--- src/rtl/sfrp_pkg.sv ---
`timescale 1ns / 1ps
// ----------------------------------------------------------------------------
// sfrp_pkg
// Shared types, constants, microprogram and CRC step for the frame-to-packet
// unit.
// ----------------------------------------------------------------------------
package sfrp_pkg;

  localparam int FrameBytes = 28;
  localparam int SumBytes   = 25;
  localparam int IdxW       = $clog2(FrameBytes);
  localparam int CntW       = $clog2(FrameBytes + 1);
  localparam int StepW      = 6;

  // config register indexes
  localparam logic CfgFragment = 1'b0;
  localparam logic CfgKind     = 1'b1;

  localparam logic [15:0] CrcInit = 16'hFFFF;
  localparam logic [15:0] CrcPoly = 16'hA001;

  localparam logic [3:0] HdrCount  = 4'h4;
  localparam logic [7:0] TagHi     = 8'h01;
  localparam logic [7:0] RecLen    = 8'h04;
  localparam logic [7:0] TagLo0    = 8'h29;  // (0x4A << 2) | 1
  localparam logic [7:0] TagLo1    = 8'h2D;
  localparam logic [7:0] TagLo2    = 8'h31;
  localparam logic [7:0] TagLo3    = 8'h35;

  localparam logic [StepW-1:0] StepWait   = 6'd0;
  localparam logic [StepW-1:0] StepReject = 6'd38;

  typedef enum logic [2:0] {
    SRC_STORE,
    SRC_HDR,
    SRC_CONST,
    SRC_CRC_HI,
    SRC_CRC_LO,
    SRC_REJ
  } src_e;

  typedef enum logic [1:0] {
    JMP_WAIT,
    JMP_NEXT,
    JMP_HOME
  } jmp_e;

  typedef struct packed {
    src_e             src;
    logic [IdxW-1:0]  addr;
    logic [7:0]       konst;
    logic             emit;
    logic             last;
    logic             crc_en;
    logic             crc_init;
    jmp_e             jmp;
    logic [StepW-1:0] target;
  } ctrl_t;

  typedef struct packed {
    logic pending;
    logic good;
    logic out_free;
  } dp_stat_t;

  function automatic ctrl_t uword(src_e src, logic [IdxW-1:0] addr, logic [7:0] konst,
                                  logic last, logic crc_en, jmp_e jmp);
    ctrl_t w;
    w.src      = src;
    w.addr     = addr;
    w.konst    = konst;
    w.emit     = 1'b1;
    w.last     = last;
    w.crc_en   = crc_en;
    w.crc_init = 1'b0;
    w.jmp      = jmp;
    w.target   = StepWait;
    return w;
  endfunction

  function automatic ctrl_t st(int a);
    return uword(SRC_STORE, IdxW'(a), 8'h00, 1'b0, 1'b1, JMP_NEXT);
  endfunction

  function automatic ctrl_t cb(logic [7:0] k);
    return uword(SRC_CONST, '0, k, 1'b0, 1'b1, JMP_NEXT);
  endfunction

  // microprogram: idle/branch, 35 body bytes, 2 check bytes, reject word
  function automatic ctrl_t ucode_rom(logic [StepW-1:0] step);
    ctrl_t w;
    w = uword(SRC_REJ, '0, 8'h00, 1'b1, 1'b0, JMP_HOME);
    case (step)
      6'd0: begin
        w.emit     = 1'b0;
        w.last     = 1'b0;
        w.crc_init = 1'b1;
        w.jmp      = JMP_WAIT;
        w.target   = StepReject;
      end
      6'd1:  w = st(19);
      6'd2:  w = st(20);
      6'd3:  w = st(21);
      6'd4:  w = st(22);
      6'd5:  w = st(23);
      6'd6:  w = st(24);
      6'd7:  w = uword(SRC_HDR, '0, 8'h00, 1'b0, 1'b1, JMP_NEXT);
      6'd8:  w = cb(TagLo0);
      6'd9:  w = cb(TagHi);
      6'd10: w = cb(RecLen);
      6'd11: w = st(3);
      6'd12: w = st(4);
      6'd13: w = st(5);
      6'd14: w = st(6);
      6'd15: w = cb(TagLo1);
      6'd16: w = cb(TagHi);
      6'd17: w = cb(RecLen);
      6'd18: w = st(7);
      6'd19: w = st(8);
      6'd20: w = st(9);
      6'd21: w = st(10);
      6'd22: w = cb(TagLo2);
      6'd23: w = cb(TagHi);
      6'd24: w = cb(RecLen);
      6'd25: w = st(11);
      6'd26: w = st(12);
      6'd27: w = st(13);
      6'd28: w = st(14);
      6'd29: w = cb(TagLo3);
      6'd30: w = cb(TagHi);
      6'd31: w = cb(RecLen);
      6'd32: w = st(15);
      6'd33: w = st(16);
      6'd34: w = st(17);
      6'd35: w = st(18);
      6'd36: w = uword(SRC_CRC_HI, '0, 8'h00, 1'b0, 1'b0, JMP_NEXT);
      6'd37: w = uword(SRC_CRC_LO, '0, 8'h00, 1'b1, 1'b0, JMP_HOME);
      default: w = uword(SRC_REJ, '0, 8'h00, 1'b1, 1'b0, JMP_HOME);
    endcase
    return w;
  endfunction

  // one byte of reflected CRC-16 (poly 0xA001)
  function automatic logic [15:0] crc_byte(logic [15:0] crc, logic [7:0] b);
    logic [15:0] c;
    c = crc ^ {8'h00, b};
    for (int i = 0; i < 8; i++) begin
      c = c[0] ? ((c >> 1) ^ CrcPoly) : (c >> 1);
    end
    return c;
  endfunction

endpackage

--- src/rtl/sensor_frame_to_record_packet_unit.sv ---
`timescale 1ns / 1ps
// ----------------------------------------------------------------------------
// sensor_frame_to_record_packet_unit
// Collects a 28-byte sensor frame, checks it and sends a 37-byte record packet.
// ----------------------------------------------------------------------------
// Input channel: one frame word per accepted cycle (in_valid_i high, in_stall_o
// low), frame_end_i on the last word. One word is taken per unstalled cycle.
// Output channel: packet words with last_of_packet_o on the final one; a bad
// frame (wrong length or checksum) gives one word with status_o = 1, zero data.
// After the frame end word the input stalls until the last result word has
// been loaded into the output register. The frame end word sets the pending
// flag, the step counter then leaves the wait step and the first packet word
// is registered; the sequencer issues one word per cycle while the output is
// not stalled. A receiver stall holds the output register and freezes the
// step counter outside the wait step. Config writes (cfg_we_i, cfg_idx_i,
// cfg_data_i) are for the user to make only while idle; the block does not
// enforce this. Reset clears counters, config, step counter and the output
// valid; the frame store itself is not cleared.
// ----------------------------------------------------------------------------
module sensor_frame_to_record_packet_unit (
  input  logic       clk_i,
  input  logic       rst_ni,
  input  logic       cfg_we_i,
  input  logic       cfg_idx_i,
  input  logic [2:0] cfg_data_i,
  input  logic       in_valid_i,
  output logic       in_stall_o,
  input  logic [7:0] frame_byte_i,
  input  logic       frame_end_i,
  output logic       out_valid_o,
  input  logic       out_stall_i,
  output logic [7:0] packet_byte_o,
  output logic       last_of_packet_o,
  output logic       status_o
);

  logic               fragment_flag_q;
  logic [2:0]         packet_kind_q;
  sfrp_pkg::ctrl_t    ctrl;
  sfrp_pkg::dp_stat_t stat;

  always_ff @(posedge clk_i or negedge rst_ni) begin
    if (!rst_ni) begin
      fragment_flag_q <= 1'b0;
      packet_kind_q   <= 3'd0;
    end else if (cfg_we_i) begin
      case (cfg_idx_i)
        sfrp_pkg::CfgFragment: fragment_flag_q <= cfg_data_i[0];
        sfrp_pkg::CfgKind:     packet_kind_q   <= cfg_data_i;
        default: ;
      endcase
    end
  end

  sfrp_useq u_seq (
    .clk_i  (clk_i),
    .rst_ni (rst_ni),
    .stat_i (stat),
    .ctrl_o (ctrl)
  );

  sfrp_datapath u_dp (
    .clk_i            (clk_i),
    .rst_ni           (rst_ni),
    .frame_byte_i     (frame_byte_i),
    .frame_end_i      (frame_end_i),
    .in_valid_i       (in_valid_i),
    .in_stall_o       (in_stall_o),
    .fragment_flag_i  (fragment_flag_q),
    .packet_kind_i    (packet_kind_q),
    .ctrl_i           (ctrl),
    .stat_o           (stat),
    .packet_byte_o    (packet_byte_o),
    .last_of_packet_o (last_of_packet_o),
    .status_o         (status_o),
    .out_valid_o      (out_valid_o),
    .out_stall_i      (out_stall_i)
  );

endmodule

--- src/rtl/sfrp_useq.sv ---
`timescale 1ns / 1ps
// ----------------------------------------------------------------------------
// sfrp_useq
// Step counter and microprogram ROM; issues one control word per cycle.
// ----------------------------------------------------------------------------
module sfrp_useq (
  input  logic              clk_i,
  input  logic              rst_ni,
  input  sfrp_pkg::dp_stat_t stat_i,
  output sfrp_pkg::ctrl_t   ctrl_o
);

  logic [sfrp_pkg::StepW-1:0] pc_q, pc_d;
  sfrp_pkg::ctrl_t            ctrl;

  assign ctrl   = sfrp_pkg::ucode_rom(pc_q);
  assign ctrl_o = ctrl;

  always_comb begin
    pc_d = pc_q;
    case (ctrl.jmp)
      sfrp_pkg::JMP_WAIT: begin
        // branch on frame check once a frame has ended
        if (stat_i.pending) begin
          pc_d = stat_i.good ? pc_q + sfrp_pkg::StepW'(1) : ctrl.target;
        end
      end
      sfrp_pkg::JMP_NEXT: begin
        if (stat_i.out_free) begin
          pc_d = pc_q + sfrp_pkg::StepW'(1);
        end
      end
      sfrp_pkg::JMP_HOME: begin
        if (stat_i.out_free) begin
          pc_d = sfrp_pkg::StepWait;
        end
      end
      default: pc_d = sfrp_pkg::StepWait;
    endcase
  end

  always_ff @(posedge clk_i or negedge rst_ni) begin
    if (!rst_ni) begin
      pc_q <= sfrp_pkg::StepWait;
    end else begin
      pc_q <= pc_d;
    end
  end

endmodule

--- src/rtl/sfrp_datapath.sv ---
`timescale 1ns / 1ps
// ----------------------------------------------------------------------------
// sfrp_datapath
// Frame store, running checksum, CRC register, byte mux and output register.
// ----------------------------------------------------------------------------
module sfrp_datapath (
  input  logic               clk_i,
  input  logic               rst_ni,
  input  logic [7:0]         frame_byte_i,
  input  logic               frame_end_i,
  input  logic               in_valid_i,
  output logic               in_stall_o,
  input  logic               fragment_flag_i,
  input  logic [2:0]         packet_kind_i,
  input  sfrp_pkg::ctrl_t    ctrl_i,
  output sfrp_pkg::dp_stat_t stat_o,
  output logic [7:0]         packet_byte_o,
  output logic               last_of_packet_o,
  output logic               status_o,
  output logic               out_valid_o,
  input  logic               out_stall_i
);

  logic [7:0]                store_q [sfrp_pkg::FrameBytes];
  logic [sfrp_pkg::CntW-1:0] seen_q;
  logic                      ovf_q;
  logic [15:0]               sum_q;
  logic                      pending_q, good_q;
  logic [15:0]               crc_q;
  logic                      out_valid_q;
  logic [7:0]                byte_q;
  logic                      last_q, status_q;

  logic       in_acc, room, frame_ok, out_free, fire, done;
  logic [7:0] byte_d;

  assign in_stall_o = pending_q;
  assign in_acc     = in_valid_i && !pending_q;
  assign room       = seen_q < sfrp_pkg::CntW'(sfrp_pkg::FrameBytes);
  // last byte arriving as index 27 means exactly 28 bytes
  assign frame_ok   = !ovf_q
                   && (seen_q == sfrp_pkg::CntW'(sfrp_pkg::FrameBytes - 1))
                   && (sum_q == {store_q[26], store_q[25]});

  assign out_free = !out_valid_q || !out_stall_i;
  assign fire     = ctrl_i.emit && out_free;
  assign done     = fire && (ctrl_i.jmp == sfrp_pkg::JMP_HOME);

  assign stat_o.pending  = pending_q;
  assign stat_o.good     = good_q;
  assign stat_o.out_free = out_free;

  always_comb begin
    case (ctrl_i.src)
      sfrp_pkg::SRC_STORE:  byte_d = store_q[ctrl_i.addr];
      sfrp_pkg::SRC_HDR:    byte_d = {sfrp_pkg::HdrCount, fragment_flag_i, packet_kind_i};
      sfrp_pkg::SRC_CONST:  byte_d = ctrl_i.konst;
      sfrp_pkg::SRC_CRC_HI: byte_d = crc_q[15:8];
      sfrp_pkg::SRC_CRC_LO: byte_d = crc_q[7:0];
      default:              byte_d = 8'h00;
    endcase
  end

  always_ff @(posedge clk_i) begin
    if (in_acc && room) begin
      store_q[seen_q[sfrp_pkg::IdxW-1:0]] <= frame_byte_i;
    end
  end

  always_ff @(posedge clk_i or negedge rst_ni) begin
    if (!rst_ni) begin
      seen_q    <= '0;
      ovf_q     <= 1'b0;
      sum_q     <= '0;
      pending_q <= 1'b0;
      good_q    <= 1'b0;
    end else begin
      if (in_acc) begin
        if (frame_end_i) begin
          seen_q    <= '0;
          ovf_q     <= 1'b0;
          sum_q     <= '0;
          pending_q <= 1'b1;
          good_q    <= frame_ok;
        end else begin
          if (room) begin
            seen_q <= seen_q + sfrp_pkg::CntW'(1);
          end else begin
            ovf_q <= 1'b1;
          end
          if (seen_q < sfrp_pkg::CntW'(sfrp_pkg::SumBytes)) begin
            sum_q <= sum_q + {8'h00, frame_byte_i};
          end
        end
      end else if (done) begin
        pending_q <= 1'b0;
      end
    end
  end

  always_ff @(posedge clk_i or negedge rst_ni) begin
    if (!rst_ni) begin
      crc_q <= sfrp_pkg::CrcInit;
    end else if (ctrl_i.crc_init) begin
      crc_q <= sfrp_pkg::CrcInit;
    end else if (fire && ctrl_i.crc_en) begin
      crc_q <= sfrp_pkg::crc_byte(crc_q, byte_d);
    end
  end

  always_ff @(posedge clk_i or negedge rst_ni) begin
    if (!rst_ni) begin
      out_valid_q <= 1'b0;
    end else if (fire) begin
      out_valid_q <= 1'b1;
    end else if (!out_stall_i) begin
      out_valid_q <= 1'b0;
    end
  end

  always_ff @(posedge clk_i) begin
    if (fire) begin
      byte_q   <= byte_d;
      last_q   <= ctrl_i.last;
      status_q <= (ctrl_i.src == sfrp_pkg::SRC_REJ);
    end
  end

  assign out_valid_o      = out_valid_q;
  assign packet_byte_o    = byte_q;
  assign last_of_packet_o = last_q;
  assign status_o         = status_q;

endmodule

--- config.mk ---
export PLATFORM = sky130hd
export DESIGN_NAME = sensor_frame_to_record_packet_unit
export DESIGN_NICKNAME = d
export VERILOG_FILES = /design/src/rtl/sfrp_pkg.sv /design/src/rtl/sensor_frame_to_record_packet_unit.sv /design/src/rtl/sfrp_useq.sv /design/src/rtl/sfrp_datapath.sv
export SDC_FILE = /design/constraint.sdc
export NUM_CORES = 1
export LEC_CHECK = 0
export ABC_CLOCK_PERIOD_IN_PS = 8600
export CAP_MARGIN = 10
export CORE_UTILIZATION = 45
export DETAILED_ROUTE_END_ITERATION = 7
export DONT_BUFFER_PORTS = 1
export PLACE_DENSITY = 0.64
export SYNTH_ARGS = -nofsm -noshare
export SYNTH_HDL_FRONTEND = slang
export SYNTH_SLANG_ARGS = --single-unit
--- constraint.sdc ---
create_clock -name clk_i -period 8.6 [get_ports clk_i]
set_input_delay 0 -clock clk_i [delete_from_list [all_inputs] [get_ports clk_i]]
set_output_delay 0 -clock clk_i [all_outputs]
set_load 0.02 [all_outputs]
==> flow_summary.toml, run 1 <==
[status]
outcome = "completed"

[synth]
synth_cell_types = 95
ys.flop_type = "edfxtp_1"
ys_async_sr_fraction_pct = 17.9
synth_compound_area_share_pct = 10.0
ys_top_cells_by_area = "edfxtp_1 50%, dfrtp_1 6.3%, nand2_1 5.5%"
synth_edf_count = 234
muxShareOfSynthArea_pct = 5.34
synthXorXnorAreaFrac_pct = 3.05
synth_top_family_by_area = "simple AND/OR/NAND/NOR gates"
syn_nets = 1198
synth-adder-area-share_pct = 1.58
yosysWarnings = 0
yosysSeqAreaShare_pct = 59.7
synthTopCellsByCount = "234 x edfxtp_1, 205 x nand2_1, 75 x nand3_1"
yosysMostFrequentCell = "edfxtp_1"
synth.top_cell.area_share_pct = 50.4
synth_area_sq_um = 13900
synthCells = 1163
avgSynthCellArea_sq_um = 12.0
yosys.area.top_type = "edfxtp_1"
yosys_register_bits = 285
synthSimpleGateAreaFrac_pct = 16.6

[cts]
cts_root_buf = "clkbuf_16"
cts.sinks = 285
cts_setup_buffers = 0
clkLatencyLatePin_ns = 0.56
cts_buffers = 29
clkTransAtPathRegs_ns = 0.06
htree_levels = 1
cts_buffer_depth = 3
cts_tree = "done"
hold_buffers = 25
cts_resized = 0

[sta]
finClkSkew_ns = 0.00692
finalSetupViolations = 0
maxSlewHeadroom_pct = 19.1
worst_slew_pin_slew_ns = 1.20
slew_violations = 0
rsz0062_at_grt = "false"
finalCritPeriodShare_pct = 65.5
finalCriticalPeriod_ns = 5.63
fmax_ghz = 0.178
hold_violations = 0
fin_tns_setup_ns = 0

[routing]
wl_met1_microns = 15800
routed-wl-met2_microns = 16200
dr.pass1.iters = 5
vias = 9309
drtIter0Drc = 1102
wire_per_inst_microns = 22.3
vias_per_cell = 5.90
drc = 0
wl_microns = 35100
antenna_left = 0
routed-wl-met3_microns = 2210
highest_layer = "met5"

[worst_setup_path]
cp-start-kind = "flip-flop"
crit_required_ns = 9.09
r2r_cells = 17
cp_max_fo = 46
r2r_slack_ns = 2.97
crit_arrival_ns = 6.13
crit_type = "reg -> reg"
crit_path_end_kind = "flip-flop"
r2r_start = "u_seq.pc_q[1]"
reg2reg_to = "u_dp.crc_q[15]"

[finish]
fin_nets = 1198
n_antenna_cell = 0
drive_above_1_share_pct = 9.48
fillCellCount = 2622
fin_cells = 1577
regArea_sq_um = 8320
multi_input_area_sq_um = 5120
fin_area_sq_um = 15200
syn_to_final_growth_pct = 9.36

[global_routing]
grt_usage_pct = 22.4
antenna_found_initial = 1
grt_max_degree = 68
grt_overflow = 0
grt_pass1_wl_microns = 53300
grt_pass1_vias = 8790

[place]
gp_congestion = 0.865
placed_cell_area_sq_um = 14100
dp_hpwl_microns = 22300
dp.cells = 1503
portBuffers = 0

[worst_hold_path]
holdCritStartpoint = "frame_byte_i[1]"
whs_endpoint = "u_dp.sum_q[3]"
hold_class = "in -> reg"
holdPathStages = 5

[floorplanning]
rows = 64
die_h_microns = 178
io_pins = 30
initial_core_util_pct = 45.7
die_w_microns = 178
core-area_sq_um = 30500
dieArea_sq_um = 31700

[flow_run]
maxCapViolCount = 0
-- per-layer routing --
metal / GRT usage [%] / up-vias
li1: - / 4303
met1: 32.1 / 4620
met2: 34.9 / 323
met3: 3.62 / 61
met4: 6.62 / 2
met5: 0 / -
-- cells by family (layout without fill, tap and decap cells) --
kind of cell	after synthesis	count (layout)
AOI/OAI and AO/OA	179	179
buffers and inverters	86	104
muxes	72	72
and+or+nand+nor	478	478
xor gates and xnor gates	46	46
adders and majority gates	17	17
DFF	285	285
-- critical path, cell delays in order (launching register included) --
cell      delay [ns]
dfrtp_1         0.43
inv_1           0.09
ha_1            0.43
mux2_4          0.38
a32oi_4         0.43
nand4_4         0.84
buf_4           0.53
mux2i_1         0.18
mux2i_1         0.10
mux2i_1         0.16
mux2i_1         0.20
a211oi_2        0.36
mux2_2          0.41
xnor2_2         0.24
xnor2_2         0.16
xor2_2          0.14
or3b_1          0.37
nand3_1         0.09
-- state kept, by name, indices dropped and copies added, names as in the netlist --
signal	cells
fragment_flag_q	1
packet_kind_q	3
u_dp.crc_q	16
u_dp.good_q	1
u_dp.in_stall_o	1
u_dp.last_of_packet_o	1
u_dp.out_valid_o	1
u_dp.ovf_q	1
u_dp.packet_byte_o	8
u_dp.seen_q	5
u_dp.status_o	1
u_dp.store_q	224
u_dp.sum_q	16
u_seq.pc_q	6
-- stage by stage --
step | util, % | hold WS, ns | setup slack, ns
after global placement | 46.2 | -0.295 | 3.17
after floorplan | - | -0.296 | 4.55
after detailed placement | 46.2 | -0.294 | 3.01
final | 49.9 | 0.0785 | 2.97
after CTS | 49.9 | 0.0702 | 2.99
after global routing | 49.9 | 0.0870 | 2.64
-- cell type report --
cell class	count	share of cell area [%]
Inverter	20	0.493
Tap cell	396	3.25
Clock buffer	37	5.10
Timing Repair Buffer	35	2.45
Clock inverter	12	0.476
Multi-Input combinational cell	792	33.6
Sequential cell	285	54.6
-- worst max-delay path by stage --
stage,from,end,slack [ns],cells past startpoint
3_3_place_gp,u_seq.pc_q[1],u_dp.crc_q[15],3.17,17
4_1_cts,u_seq.pc_q[1],u_dp.crc_q[15],2.99,17
6_report,u_seq.pc_q[1],u_dp.crc_q[15],2.97,17
3_5_place_dp,u_seq.pc_q[1],u_dp.crc_q[15],3.01,17
5_1_grt,u_seq.pc_q[1],u_dp.crc_q[14],2.64,17
2_1_floorplan,u_seq.pc_q[0],u_dp.crc_q[15],4.55,19
-- cell usage in the layout (no fill, tap or decap), types with 8 or more instances in the layout --
cell type,instances
edfxtp_1,234
nand2_1,205
nand3_1,75
nor2_1,73
mux2i_1,60
dfrtp_1,35
a21oi_1,32
clkbuf_16,30
xnor2_1,27
dlygate4sd3_1,21
inv_1,20
o21ai_0,16
xor2_1,16
ha_1,16
dfstp_2,16
nor3_1,13
nand2b_1,13
and3_1,13
nor2b_1,12
a21o_1,11
a41oi_1,10
o211ai_1,10
nand4_1,10
buf_4,10
a211oi_1,9
nand3b_1,8
a31oi_1,8
mux2_2,8
Power of run 1 is left out: the tool's default activity adds up to more than one toggle a clock period on the data nets, which glitch-free logic cannot reach.
==> run 2: changes to the inputs <==
- ABC_CLOCK_PERIOD_IN_PS: 8600 -> 4500
- PLACE_DENSITY: 0.64 -> 0.66
- clock period: 8.6 -> 4.5 ns (I/O delays scaled with it)
==> run 2 against run 1 <==
Hold slack gained 0.0027 ns. Critical path type unchanged. First-iteration DRC count shrank 9.6%. Register-to-register slack got worse by 2.8 ns. Design area is 6.7% higher. Clock skew rose by 0.0043 ns. Global-route usage increased by 1.1 points. Flip-flop and latch count stayed put. Clock-buffer cell count down 2. Die area did not move. Core utilization is 3.4 points higher.
==> flow_summary.toml, run 2 (same netlist as run 1, synthesis figures left out) <==
[status]
outcome = "completed"

[floorplanning]
initial_core_util_pct = 45.7
rows = 64
core-area_sq_um = 30500
die_h_microns = 178
dieArea_sq_um = 31700
die_w_microns = 178
io_pins = 30

[worst_setup_path]
crit_arrival_ns = 4.89
cpPeakStageDelay_ns = 0.44
cp-start-kind = "flip-flop"
crit_chain = "inv_1 > ha_4 > mux2_1 > a32oi_2 > buf_4 > nand4_4 > buf_12 > mux2i_1 > mux2i_1 > mux2i_1 > buf_4 > o32a_1 > mux2_2 > nand2_1 > xnor2_4 > xnor2_2 > xor2_2 > or3b_1 > nand3_1"
cp_slowest_cell = "dfrtp_2"
cp_num_buf_inv = 4
cp_common_cell = "mux2i_1"
crit_path_end_kind = "flip-flop"
crit_type = "reg -> reg"
cp_max_fo = 8
critPathTopFamily = "multiplexers"
crit_cells = 19
r2r_cells = 19
crit_required_ns = 5.02

[finish]
final_common_cell = "edfxtp_1"
layout_common_cells = "234 x edfxtp_1, 205 x nand2_1, 75 x nand3_1, 73 x nor2_1, 59 x buf_4"
drive_above_1_share_pct = 16.2
largest_reg_flops = 224
syn_to_final_growth_pct = 16.7
fin_nets = 1267
utilization_pct = 53.3

[place]
portBuffers = 0
place_ws_ns = -0.128
dp_hpwl_microns = 24400
gp_congestion = 0.908

[routing]
wire_per_inst_microns = 22.7
wl_microns = 37600
vias_per_cell = 5.94
drtIter0Drc = 996
vias = 9832
drc = 0
dr.pass1.iters = 6
antenna_left = 0

[global_routing]
grt_pass1_wl_microns = 55900
grt_max_degree = 41
grt_overflow = 0
grt_pass1_vias = 9297
grt_usage_pct = 23.5
antenna_found_initial = 1

[cts]
cts_tree = "done"
cts_root_buf = "clkbuf_16"
cts.sinks = 285
cts_buffers = 31
clkTransAtPathRegs_ns = 0.06
cts_buffer_depth = 3
clkLatencyLatePin_ns = 0.58
htree_levels = 1

[sta]
finalCriticalPeriod_ns = 4.37
slew_violations = 0
finalCritPeriodShare_pct = 97.2
hold_violations = 0
maxSlewHeadroom_pct = 19.4
worst_slew_pin_slew_ns = 1.21
finClkSkew_ns = 0.0112
fmax_ghz = 0.229
finalSetupViolations = 0
timing.final.ws_setup_ns = 0.127

[worst_hold_path]
hold_class = "in -> reg"
holdPathStages = 5

[flow_run]
maxCapViolCount = 0
run 2: path summary, 6_finish.rpt:
check	start	to	slack [ns]
worst max register to register	u_seq.pc_q[0]	u_dp.crc_q[15]	0.13
worst min register to register	u_dp.ovf_q	u_dp.ovf_q	0.51
worst min-delay path	frame_byte_i[1]	u_dp.sum_q[3]	0.08
min in group asynchronous	rst_ni	u_dp.crc_q[8]	0.09
worst max-delay path	u_seq.pc_q[0]	u_dp.crc_q[15]	0.13
max in group asynchronous	rst_ni	u_seq.pc_q[4]	4.16
run 2: final cells by class:
| class | count | area [sq um] |
|---|---|---|
| inverter | 20 | 75.1 |
| clock buffer | 35 | 791 |
| sequential | 285 | 8330 |
| fill | 2599 | 14300 |
| timing repair buffer | 102 | 1100 |
| multi-input combinational | 792 | 5290 |
| clock inverter | 23 | 173 |
| antenna | 1 | 2.50 |
| tap | 396 | 495 |
run 2: worst reg2reg max path, cell delays in order, from the launching register on:
cell     delay [ns]
dfrtp_2        0.44
inv_1          0.12
ha_4           0.21
mux2_1         0.31
a32oi_2        0.24
buf_4          0.19
nand4_4        0.23
buf_12         0.25
mux2i_1        0.17
mux2i_1        0.09
mux2i_1        0.22
buf_4          0.17
o32a_1         0.24
mux2_2         0.36
nand2_1        0.19
xnor2_4        0.16
xnor2_2        0.15
xor2_2         0.13
or3b_1         0.36
nand3_1        0.09
run 2: through the flow:
step | hold WS [ns] | instance area (sq um) | cells | setup TNS, ns
floorplan | -0.296 | 13900 | 1163 | 0
detailed placement | -0.293 | 14600 | 1553 | -0.294
finish | 0.0812 | 16300 | 1654 | 0
global placement | -0.294 | 14600 | 1553 | -0.143
global route | 0.110 | 16300 | 1653 | -0.0465
CTS | 0.0618 | 15900 | 1642 | 0
run 2: what timing repair did:
| item | CTS | global route |
|---|---|---|
| gates cloned | 0 | 4 |
| pin swaps | 1 | 6 |
| endpoints found under the setup margin | 3 | 4 |
| hold buffers | 30 | 0 |
| setup buffers | 1 | 7 |
| gates resized for setup | 6 | 31 |
| endpoints found under the hold margin | 317 | 0 |
run 2: layer usage:
layer	global-route usage, %	part of all wire (%)	routed length, microns
met5	0	0	0
met3	2.89	6.7	2520
met2	38.0	47	17700
met4	6.23	3.1	1180
met1	33.4	43	16200
Power of run 2 is left out for the same reason.
